`config.mk`:
```
export PLATFORM = sky130hd
export DESIGN_NAME = log_spaced_spectrum_peak_binner_unit
export DESIGN_NICKNAME = d
export VERILOG_FILES = /design/src/hdl/lspb_pkg.sv /design/src/hdl/lspb_front.sv /design/src/hdl/lspb_cmd_fifo.sv /design/src/hdl/lspb_back.sv /design/src/hdl/log_spaced_spectrum_peak_binner_unit.sv
export SDC_FILE = /design/constraint.sdc
export NUM_CORES = 2
export LEC_CHECK = 0
export BUFFER_PORTS_ARGS = -buffer_cell sky130_fd_sc_hd__buf_2
export CAP_MARGIN = 30
export CORE_MARGIN = 5
export CORE_UTILIZATION = 40
export CTS_BUF_LIST = sky130_fd_sc_hd__clkbuf_16
export DETAILED_ROUTE_END_ITERATION = 10
export GPL_TIMING_DRIVEN = 1
export SETUP_SLACK_MARGIN = 0.02
export SLEW_MARGIN = 20
export SYNTH_ARGS = -nofsm -noshare
export SYNTH_HDL_FRONTEND = slang
export SYNTH_SLANG_ARGS = --single-unit
```
`constraint.sdc`:
```
create_clock -name clock -period 9.4 [get_ports clock]
set_input_delay 0.47 -clock clock [delete_from_list [all_inputs] [get_ports clock]]
set_output_delay 0.47 -clock clock [all_outputs]
set_load 0.01 [all_outputs]
```
`src/hdl/lspb_pkg.sv`:
```
// types and constants of the log spaced band peak binner
`timescale 1ns / 1ps

package lspb_pkg;

   // band storage limit and the bands in effect
   localparam int MAX_BANDS = 256;
   localparam int BAND_CAP  = (MAX_BANDS < 256) ? MAX_BANDS : 256;

   // field widths
   localparam int MAG_W   = 32;
   localparam int FREQ_W  = 25;
   localparam int BAND_W  = 8;
   localparam int COUNT_W = 9;
   localparam int RATIO_W = 18;
   localparam int CUT_W   = 33;
   localparam int FRAC_W  = 16;
   localparam int PROD_W  = CUT_W + RATIO_W;

   // configuration port
   localparam int CSR_IDX_W  = 2;
   localparam int CSR_DATA_W = 25;
   localparam logic [CSR_IDX_W-1:0] CSR_START_CUTOFF = 2'd0;
   localparam logic [CSR_IDX_W-1:0] CSR_CUTOFF_RATIO = 2'd1;
   localparam logic [CSR_IDX_W-1:0] CSR_BAND_COUNT   = 2'd2;

   // register reset values
   localparam logic [FREQ_W-1:0]  START_CUTOFF_RST = 25'd5120;
   localparam logic [RATIO_W-1:0] CUTOFF_RATIO_RST = 18'd66965;
   localparam logic [COUNT_W-1:0] BAND_COUNT_RST   = 9'd256;

   // command queue between front and back
   localparam int CMD_DEPTH = 4;
   localparam int CMD_PTR_W = $clog2(CMD_DEPTH);
   localparam int CMD_CNT_W = $clog2(CMD_DEPTH + 1);

   typedef struct packed {
      logic [MAG_W-1:0]  magnitude;
      logic [FREQ_W-1:0] frequency;
      logic              frame_last;
   } lspb_req_type;

   typedef struct packed {
      logic [BAND_W-1:0] band_index;
      logic [MAG_W-1:0]  band_peak;
      logic              frame_end;
   } lspb_rsp_type;

   // classified item: band in effect after any advance
   typedef struct packed {
      logic [MAG_W-1:0]  magnitude;
      logic [BAND_W-1:0] band;
      logic              advance;
      logic              last;
   } lspb_cmd_type;

endpackage

```
`src/hdl/lspb_front.sv`:
```
// front end: configuration registers, band edge compare and cutoff update
`timescale 1ns / 1ps

module lspb_front import lspb_pkg::*; (
   input  logic                  clock,
   input  logic                  reset,
   input  logic                  csr_wr_en,
   input  logic [CSR_IDX_W-1:0]  csr_index,
   input  logic [CSR_DATA_W-1:0] csr_wdata,
   input  logic                  req_push,
   input  lspb_req_type          req_data,
   output logic                  req_full,
   output logic                  cmd_push,
   output lspb_cmd_type          cmd_data,
   input  logic                  cmd_full
);

   logic [FREQ_W-1:0]  start_ff, start_in;
   logic [RATIO_W-1:0] ratio_ff, ratio_in;
   logic [COUNT_W-1:0] count_ff, count_in;
   logic [CUT_W-1:0]   cut_now_ff, cut_now_in;
   logic [CUT_W-1:0]   cut_next_ff, cut_next_in;
   logic [BAND_W-1:0]  band_ff, band_in;
   logic               refresh_ff, refresh_in;

   logic               accept;
   logic               advance;
   logic [COUNT_W-1:0] band_lim;
   logic [CUT_W-1:0]   start_q16;
   logic [CUT_W-1:0]   mul_op;
   logic [PROD_W-1:0]  prod;
   logic [PROD_W-FRAC_W-1:0] prod_sh;
   logic [CUT_W-1:0]   prod_sat;

   // input is blocked while the cutoff is recomputed after reset or a register write
   assign req_full = cmd_full | refresh_ff;
   assign accept   = req_push & ~req_full;

   // bands in effect, clamped to one through the cap
   always_comb begin
      if (count_ff == '0) begin
         band_lim = COUNT_W'(1);
      end else if (count_ff > COUNT_W'(BAND_CAP)) begin
         band_lim = COUNT_W'(BAND_CAP);
      end else begin
         band_lim = count_ff;
      end
   end

   // band edge test in Q25.8
   assign advance = ({req_data.frequency, 8'h00} > cut_now_ff) &&
                    (({1'b0, band_ff} + COUNT_W'(1)) < band_lim);

   // shared cutoff multiplier, registered on the way out
   assign start_q16 = {start_ff, 8'h00};
   always_comb begin
      if (refresh_ff) begin
         mul_op = cut_now_ff;
      end else if (req_data.frame_last) begin
         mul_op = start_q16;
      end else begin
         mul_op = cut_next_ff;
      end
   end
   assign prod     = PROD_W'(mul_op) * PROD_W'(ratio_ff);
   assign prod_sh  = prod[PROD_W-1:FRAC_W];
   assign prod_sat = (|prod_sh[PROD_W-FRAC_W-1:CUT_W]) ? {CUT_W{1'b1}} : prod_sh[CUT_W-1:0];

   // classified item to the queue
   assign cmd_push           = accept;
   assign cmd_data.magnitude = req_data.magnitude;
   assign cmd_data.band      = advance ? band_ff + BAND_W'(1) : band_ff;
   assign cmd_data.advance   = advance;
   assign cmd_data.last      = req_data.frame_last;

   // register writes
   always_comb begin
      start_in   = start_ff;
      ratio_in   = ratio_ff;
      count_in   = count_ff;
      refresh_in = csr_wr_en;
      if (csr_wr_en) begin
         case (csr_index)
            CSR_START_CUTOFF: start_in = csr_wdata;
            CSR_CUTOFF_RATIO: ratio_in = csr_wdata[RATIO_W-1:0];
            CSR_BAND_COUNT:   count_in = csr_wdata[COUNT_W-1:0];
            default:          ;
         endcase
      end
   end

   // band state: next cutoff on refresh, reload on frame end, step on band advance
   always_comb begin
      cut_now_in  = cut_now_ff;
      cut_next_in = cut_next_ff;
      band_in     = band_ff;
      if (refresh_ff) begin
         cut_next_in = prod_sat;
      end else if (accept) begin
         if (req_data.frame_last) begin
            cut_now_in  = start_q16;
            cut_next_in = prod_sat;
            band_in     = '0;
         end else if (advance) begin
            cut_now_in  = cut_next_ff;
            cut_next_in = prod_sat;
            band_in     = band_ff + BAND_W'(1);
         end
      end
   end

   always_ff @(posedge clock) begin
      if (reset) begin
         start_ff    <= START_CUTOFF_RST;
         ratio_ff    <= CUTOFF_RATIO_RST;
         count_ff    <= BAND_COUNT_RST;
         cut_now_ff  <= {START_CUTOFF_RST, 8'h00};
         cut_next_ff <= '0;
         band_ff     <= '0;
         refresh_ff  <= 1'b1;
      end else begin
         start_ff    <= start_in;
         ratio_ff    <= ratio_in;
         count_ff    <= count_in;
         cut_now_ff  <= cut_now_in;
         cut_next_ff <= cut_next_in;
         band_ff     <= band_in;
         refresh_ff  <= refresh_in;
      end
   end

endmodule

```
`src/hdl/lspb_cmd_fifo.sv`:
```
// short queue of classified items between front and back
`timescale 1ns / 1ps

module lspb_cmd_fifo import lspb_pkg::*; (
   input  logic         clock,
   input  logic         reset,
   input  logic         push,
   input  lspb_cmd_type push_data,
   output logic         full,
   input  logic         pop,
   output lspb_cmd_type head,
   output logic         valid
);

   lspb_cmd_type         mem_ff [CMD_DEPTH];
   logic [CMD_PTR_W-1:0] wr_ptr_ff, wr_ptr_in;
   logic [CMD_PTR_W-1:0] rd_ptr_ff, rd_ptr_in;
   logic [CMD_CNT_W-1:0] count_ff, count_in;
   logic                 do_push;
   logic                 do_pop;

   assign full    = (count_ff == CMD_CNT_W'(CMD_DEPTH));
   assign valid   = (count_ff != '0);
   assign do_push = push & ~full;
   assign do_pop  = pop & valid;
   assign head    = mem_ff[rd_ptr_ff];

   // pointer and fill count
   always_comb begin
      wr_ptr_in = wr_ptr_ff;
      rd_ptr_in = rd_ptr_ff;
      count_in  = count_ff;
      if (do_push) begin
         wr_ptr_in = (wr_ptr_ff == CMD_PTR_W'(CMD_DEPTH - 1)) ? '0 : wr_ptr_ff + CMD_PTR_W'(1);
      end
      if (do_pop) begin
         rd_ptr_in = (rd_ptr_ff == CMD_PTR_W'(CMD_DEPTH - 1)) ? '0 : rd_ptr_ff + CMD_PTR_W'(1);
      end
      if (do_push && !do_pop) begin
         count_in = count_ff + CMD_CNT_W'(1);
      end else if (do_pop && !do_push) begin
         count_in = count_ff - CMD_CNT_W'(1);
      end
   end

   always_ff @(posedge clock) begin
      if (reset) begin
         wr_ptr_ff <= '0;
         rd_ptr_ff <= '0;
         count_ff  <= '0;
      end else begin
         wr_ptr_ff <= wr_ptr_in;
         rd_ptr_ff <= rd_ptr_in;
         count_ff  <= count_in;
      end
   end

   // storage
   always_ff @(posedge clock) begin
      if (do_push) begin
         mem_ff[wr_ptr_ff] <= push_data;
      end
   end

endmodule

```
`src/hdl/lspb_back.sv`:
```
// back end: band peak tracking and the result register
`timescale 1ns / 1ps

module lspb_back import lspb_pkg::*; (
   input  logic         clock,
   input  logic         reset,
   input  logic         cmd_valid,
   input  lspb_cmd_type cmd,
   output logic         cmd_pop,
   output logic         rsp_empty,
   input  logic         rsp_pop,
   output lspb_rsp_type rsp_data
);

   logic [MAG_W-1:0] peak_ff, peak_in;
   logic             phase_ff, phase_in;
   logic             out_valid_ff, out_valid_in;
   lspb_rsp_type     out_ff, out_in;
   logic             can_emit;
   logic [MAG_W-1:0] peak_max;

   assign rsp_empty = ~out_valid_ff;
   assign rsp_data  = out_ff;
   assign can_emit  = ~out_valid_ff | rsp_pop;
   assign peak_max  = (cmd.magnitude > peak_ff) ? cmd.magnitude : peak_ff;

   // finished band first, then the frame end result
   always_comb begin
      peak_in      = peak_ff;
      phase_in     = phase_ff;
      out_valid_in = out_valid_ff & ~rsp_pop;
      out_in       = out_ff;
      cmd_pop      = 1'b0;
      if (cmd_valid) begin
         if (cmd.advance && !phase_ff) begin
            if (can_emit) begin
               out_valid_in       = 1'b1;
               out_in.band_index  = cmd.band - BAND_W'(1);
               out_in.band_peak   = peak_ff;
               out_in.frame_end   = 1'b0;
               peak_in            = cmd.magnitude;
               if (cmd.last) begin
                  phase_in = 1'b1;
               end else begin
                  cmd_pop = 1'b1;
               end
            end
         end else if (cmd.last) begin
            if (can_emit) begin
               out_valid_in       = 1'b1;
               out_in.band_index  = cmd.band;
               out_in.band_peak   = peak_max;
               out_in.frame_end   = 1'b1;
               peak_in            = '0;
               phase_in           = 1'b0;
               cmd_pop            = 1'b1;
            end
         end else begin
            peak_in = peak_max;
            cmd_pop = 1'b1;
         end
      end
   end

   always_ff @(posedge clock) begin
      if (reset) begin
         peak_ff      <= '0;
         phase_ff     <= 1'b0;
         out_valid_ff <= 1'b0;
      end else begin
         peak_ff      <= peak_in;
         phase_ff     <= phase_in;
         out_valid_ff <= out_valid_in;
      end
   end

   // result payload
   always_ff @(posedge clock) begin
      out_ff <= out_in;
   end

endmodule

```
`src/hdl/log_spaced_spectrum_peak_binner_unit.sv`:
```
// top level of the log spaced band peak binner
//
//   channel   ports                          accepted when
//   ------    -----------------------------  ---------------------------
//   input     req_push req_full req_data     req_push & ~req_full
//   result    rsp_empty rsp_pop rsp_data     rsp_pop & ~rsp_empty
//   config    csr_wr_en csr_index csr_wdata  csr_wr_en
//
// one item per cycle enters while req_full is low; the front compares against
// a precomputed next cutoff, so the single 33x18 cutoff multiplier never sits
// in the item loop. an item goes through the queue and the result register
// to the result port; an item that closes a band and ends the frame gives two
// results, the closed band first. after reset and after each register write
// req_full is high for one cycle while the next cutoff is recomputed. a stalled
// result side backs up through a four entry queue before req_full rises.
`timescale 1ns / 1ps

module log_spaced_spectrum_peak_binner_unit import lspb_pkg::*; (
   input  logic                  clock,
   input  logic                  reset,
   input  logic                  req_push,
   output logic                  req_full,
   input  lspb_req_type          req_data,
   output logic                  rsp_empty,
   input  logic                  rsp_pop,
   output lspb_rsp_type          rsp_data,
   input  logic                  csr_wr_en,
   input  logic [CSR_IDX_W-1:0]  csr_index,
   input  logic [CSR_DATA_W-1:0] csr_wdata
);

   logic         cmd_push;
   lspb_cmd_type cmd_in;
   logic         cmd_full;
   logic         cmd_pop;
   lspb_cmd_type cmd_head;
   logic         cmd_valid;

   // classify items and track band edges
   lspb_front u_front (
      .clock     (clock),
      .reset     (reset),
      .csr_wr_en (csr_wr_en),
      .csr_index (csr_index),
      .csr_wdata (csr_wdata),
      .req_push  (req_push),
      .req_data  (req_data),
      .req_full  (req_full),
      .cmd_push  (cmd_push),
      .cmd_data  (cmd_in),
      .cmd_full  (cmd_full)
   );

   // decoupling queue
   lspb_cmd_fifo u_cmd_fifo (
      .clock     (clock),
      .reset     (reset),
      .push      (cmd_push),
      .push_data (cmd_in),
      .full      (cmd_full),
      .pop       (cmd_pop),
      .head      (cmd_head),
      .valid     (cmd_valid)
   );

   // peak tracking and results
   lspb_back u_back (
      .clock     (clock),
      .reset     (reset),
      .cmd_valid (cmd_valid),
      .cmd       (cmd_head),
      .cmd_pop   (cmd_pop),
      .rsp_empty (rsp_empty),
      .rsp_pop   (rsp_pop),
      .rsp_data  (rsp_data)
   );

endmodule

```
==> flow_summary.yaml <==
status:
  status: "complete, no violations"
drt:
  drt_iter0_drc: 1558
  routed-via-count: 24961
  viasPerCell: 5.19
  wl_per_cell_microns: 20.3
  drt.antenna.violating_nets: 0
  drt-total-wl_microns: 97600
  firstDrtPassIters: 5
  drcViolationCount: 0
place:
  dp_hpwl_microns: 73700
  portBuffers: 132
  gp_congestion: 0.896
  place_inst: 4737
global_routing:
  track_usage_pct: 20.9
  grt_overflow: 0
  grt_pass1_wl_microns: 154000
  antenna_found_initial: 10
  grt_max_degree: 76
  grt_pass1_vias: 26300
sta:
  rsz0062_at_grt: "false"
  finalSetupTns_ns: 0
  max_clock_freq_mhz: 115
  hold_viol_final: 0
  fin_crit_sh_pct: 92.5
  finClkSkew_ns: 0.0181
  relSlewSlack_pct: 26.4
  min_period_ns: 8.69
  max_slew.worst_pin.slew_ns: 1.10
  finalSetupViolCount: 0
  hold_ws_ns: 0.142
  drv_slew: 0
yosys:
  synth_top_area_share_pct: 28.2
  avgSynthCellArea_sq_um: 9.93
  synth_cells: 3536
  ys_seq_area_share_pct: 27.6
  async_flop_share_pct: 0
  synth_top_area_cell: "fa_1"
  synth-main-ff-cell: "edfxtp_1"
  synth_area_sq_um: 35100
  yosys_warnings: 0
  synth_seq_cells: 379
  synth.area.top_cells: "fa_1, edfxtp_1, dfxtp_1"
  yosysUniqueCellTypes: 85
  synth_nets: 4316
  synth_edf_count: 209
floorplan:
  row_count: 108
  die_h_microns: 306
  die_w_microns: 306
  die_area_sq_um: 93800
  initial_core_util_pct: 40.4
  core_sq_um: 87000
  io_pins: 133
clocking:
  cts.sinks: 379
  cts_resized: 0
  cts_buffers: 36
  htreeDepth: 2
  clk-insertion-delay-late_ns: 0.54
  cts_setup_buffers: 0
  cts_tree: "done"
  postCtsHoldBufs: 0
  clockRootBuffer: "clkbuf_16"
  path_clk_slew_ns: 0.07
  max-clock-path-buffers: 3
layout:
  syn_to_final_growth_pct: 9.40
  final_common_cell: "inv_1"
  layout.cells.non_filler: 4808
  final_cell_mix: "inv_1, nand2_1, fa_1"
  nFillCells: 8422
  drive_gt1_share_pct: 12.0
  nets: 4401
worst_setup_path:
  r2r-start: "u_front.refresh_ff"
  cp-startpoint: "u_front.refresh_ff"
  worstPathArrival_ns: 9.07
  cp_max_fo: 37
  required_ns: 9.78
  cp-end-kind: "flip-flop"
  worstSetupPathType: "reg -> reg"
  cp-start-kind: "flip-flop"
run:
  cap_violations: 0
worst_hold_path:
  hold_class: "in -> reg"
  hold_path_startpoint: "req_data[54]"
power_and_ir_drop:
  sequentialPowerShare_pct: 24.0
  ir_drop_uv: 300
  power_frac_comb_pct: 60.7
  switchingPower_uw: 4230
  switching_share_pct: 45.2
  p_int_uw: 5120
  clkPwrFrac_pct: 15.3
  pwr_density_cell_nw_per_um2: 243
  leakagePower_uw: 0.0174
[worst max-delay path, stage by stage (launching register included)]
cell      delay (ns)
dfxtp_2         0.71
buf_4           0.48
nand2_1         0.09
o21ai_1         0.50
buf_4           0.27
nand2_1         0.08
fa_1            0.57
inv_1           0.06
fa_1            0.46
ha_1            0.33
fa_1            0.53
fa_1            0.55
inv_1           0.06
fa_1            0.55
inv_1           0.05
ha_1            0.35
nand4_1         0.18
o221ai_1        0.36
nand4_1         0.19
a311oi_1        0.96
o211ai_2        0.18
mux2i_1         0.18
o211a_1         0.17
and2_4          0.49
a211oi_2        0.14
[cell type report]
type	instances	area (sq um)	area share, %
well taps	1155	1450	3.76
clock inverters	30	244	0.635
clock buffers	36	901	2.34
repair buffers	217	1360	3.55
inverters	660	2480	6.45
flip-flops and latches	379	9690	25.2
multi-input cells	2327	22300	58.0
diodes	4	10.0	0.0261
[kinds of logic (layout without fill, tap and decap cells)]
logic type                 count (synthesis)  after routing  share of synthesized area, %
muxes                                    109            109                          4.80
DFF                                      379            379                          27.6
xor gates and xnor gates                  57             57                          1.42
AOI/OAI and AO/OA                        387            387                          7.72
buffers and inverters                    830            943                          9.09
and+or+nand+nor                         1084           1084                          14.2
adders and majority gates                690            690                          35.2
other                                      0              4                             0
[worst paths after layout]
check	cells after the start	to	slack (ns)
hold / removal	1	u_cmd_fifo.mem_ff[3][38]	0.14
setup / recovery	24	u_front.cut_next_ff[25]	0.71
hold reg to reg	2	u_back.phase_ff	0.45
setup reg to reg	24	u_front.cut_next_ff[25]	0.71
[metal layers]
layer / vias to the layer above / track usage, % / wire length [microns]
li1: 11355 / - / -
met4: 6 / 6.83 / 3670
met2: 711 / 35.1 / 47000
met5: - / 0 / 36
met3: 189 / 3.32 / 5580
met1: 12700 / 28.0 / 41300
[through the flow]
step | worst slack (ns) | utilization (%) | cell area [sq um] | total power, uW
2_1_floorplan | 1.77 | - | 35100 | 6390
5_1_grt | 0.322 | 44.1 | 38400 | 10100
4_1_cts | 0.779 | 44.1 | 38400 | 9380
6_report | 0.708 | 44.1 | 38400 | 9350
3_3_place_gp | 0.686 | 42.7 | 37200 | 7880
3_5_place_dp | 0.644 | 42.8 | 37300 | 7920
[sequential cells by signal, summed over array words and instances, names as in the netlist, named ones only]
| name | count |
|---|---|
| u_cmd_fifo.rd_ptr_ff | 2 |
| u_front.cut_now_ff | 33 |
| u_back.peak_ff | 32 |
| u_front.cut_next_ff | 33 |
| u_cmd_fifo.count_ff | 3 |
| u_front.band_ff | 8 |
| u_front.count_ff | 9 |
| u_cmd_fifo.wr_ptr_ff | 2 |
| u_front.ratio_ff | 18 |
| u_cmd_fifo.mem_ff | 168 |
| u_front.start_ff | 25 |
| u_back.out_valid_ff | 1 |
| u_front.refresh_ff | 1 |
| u_back.phase_ff | 1 |
| u_back.rsp_data | 41 |
[power groups by stage]
stage	registers [uW]	logic, uW	clock network, uW
3_5_place_dp	2280	5640	0
3_3_place_gp	2280	5600	0
4_1_cts	2250	5670	1460
2_1_floorplan	2260	4130	0
5_1_grt	2270	6350	1530
6_report	2250	5680	1430
[Yosys cell counts, types with 21 or more instances]
cell type  instances
inv_1            659
nand2_1          592
fa_1             495
and2_1           214
edfxtp_1         209
ha_1             195
dfxtp_1          170
a21oi_1          153
clkbuf_1         139
nor2_1           125
mux2_2            56
mux4_2            42
o21ai_0           36
a21o_1            33
nand3_1           33
a211oi_2          29
xnor2_1           29
xor2_1            28
a22o_1            23
nand4_1           22
nor3_1            21
(Power assumes the default switching activity.)
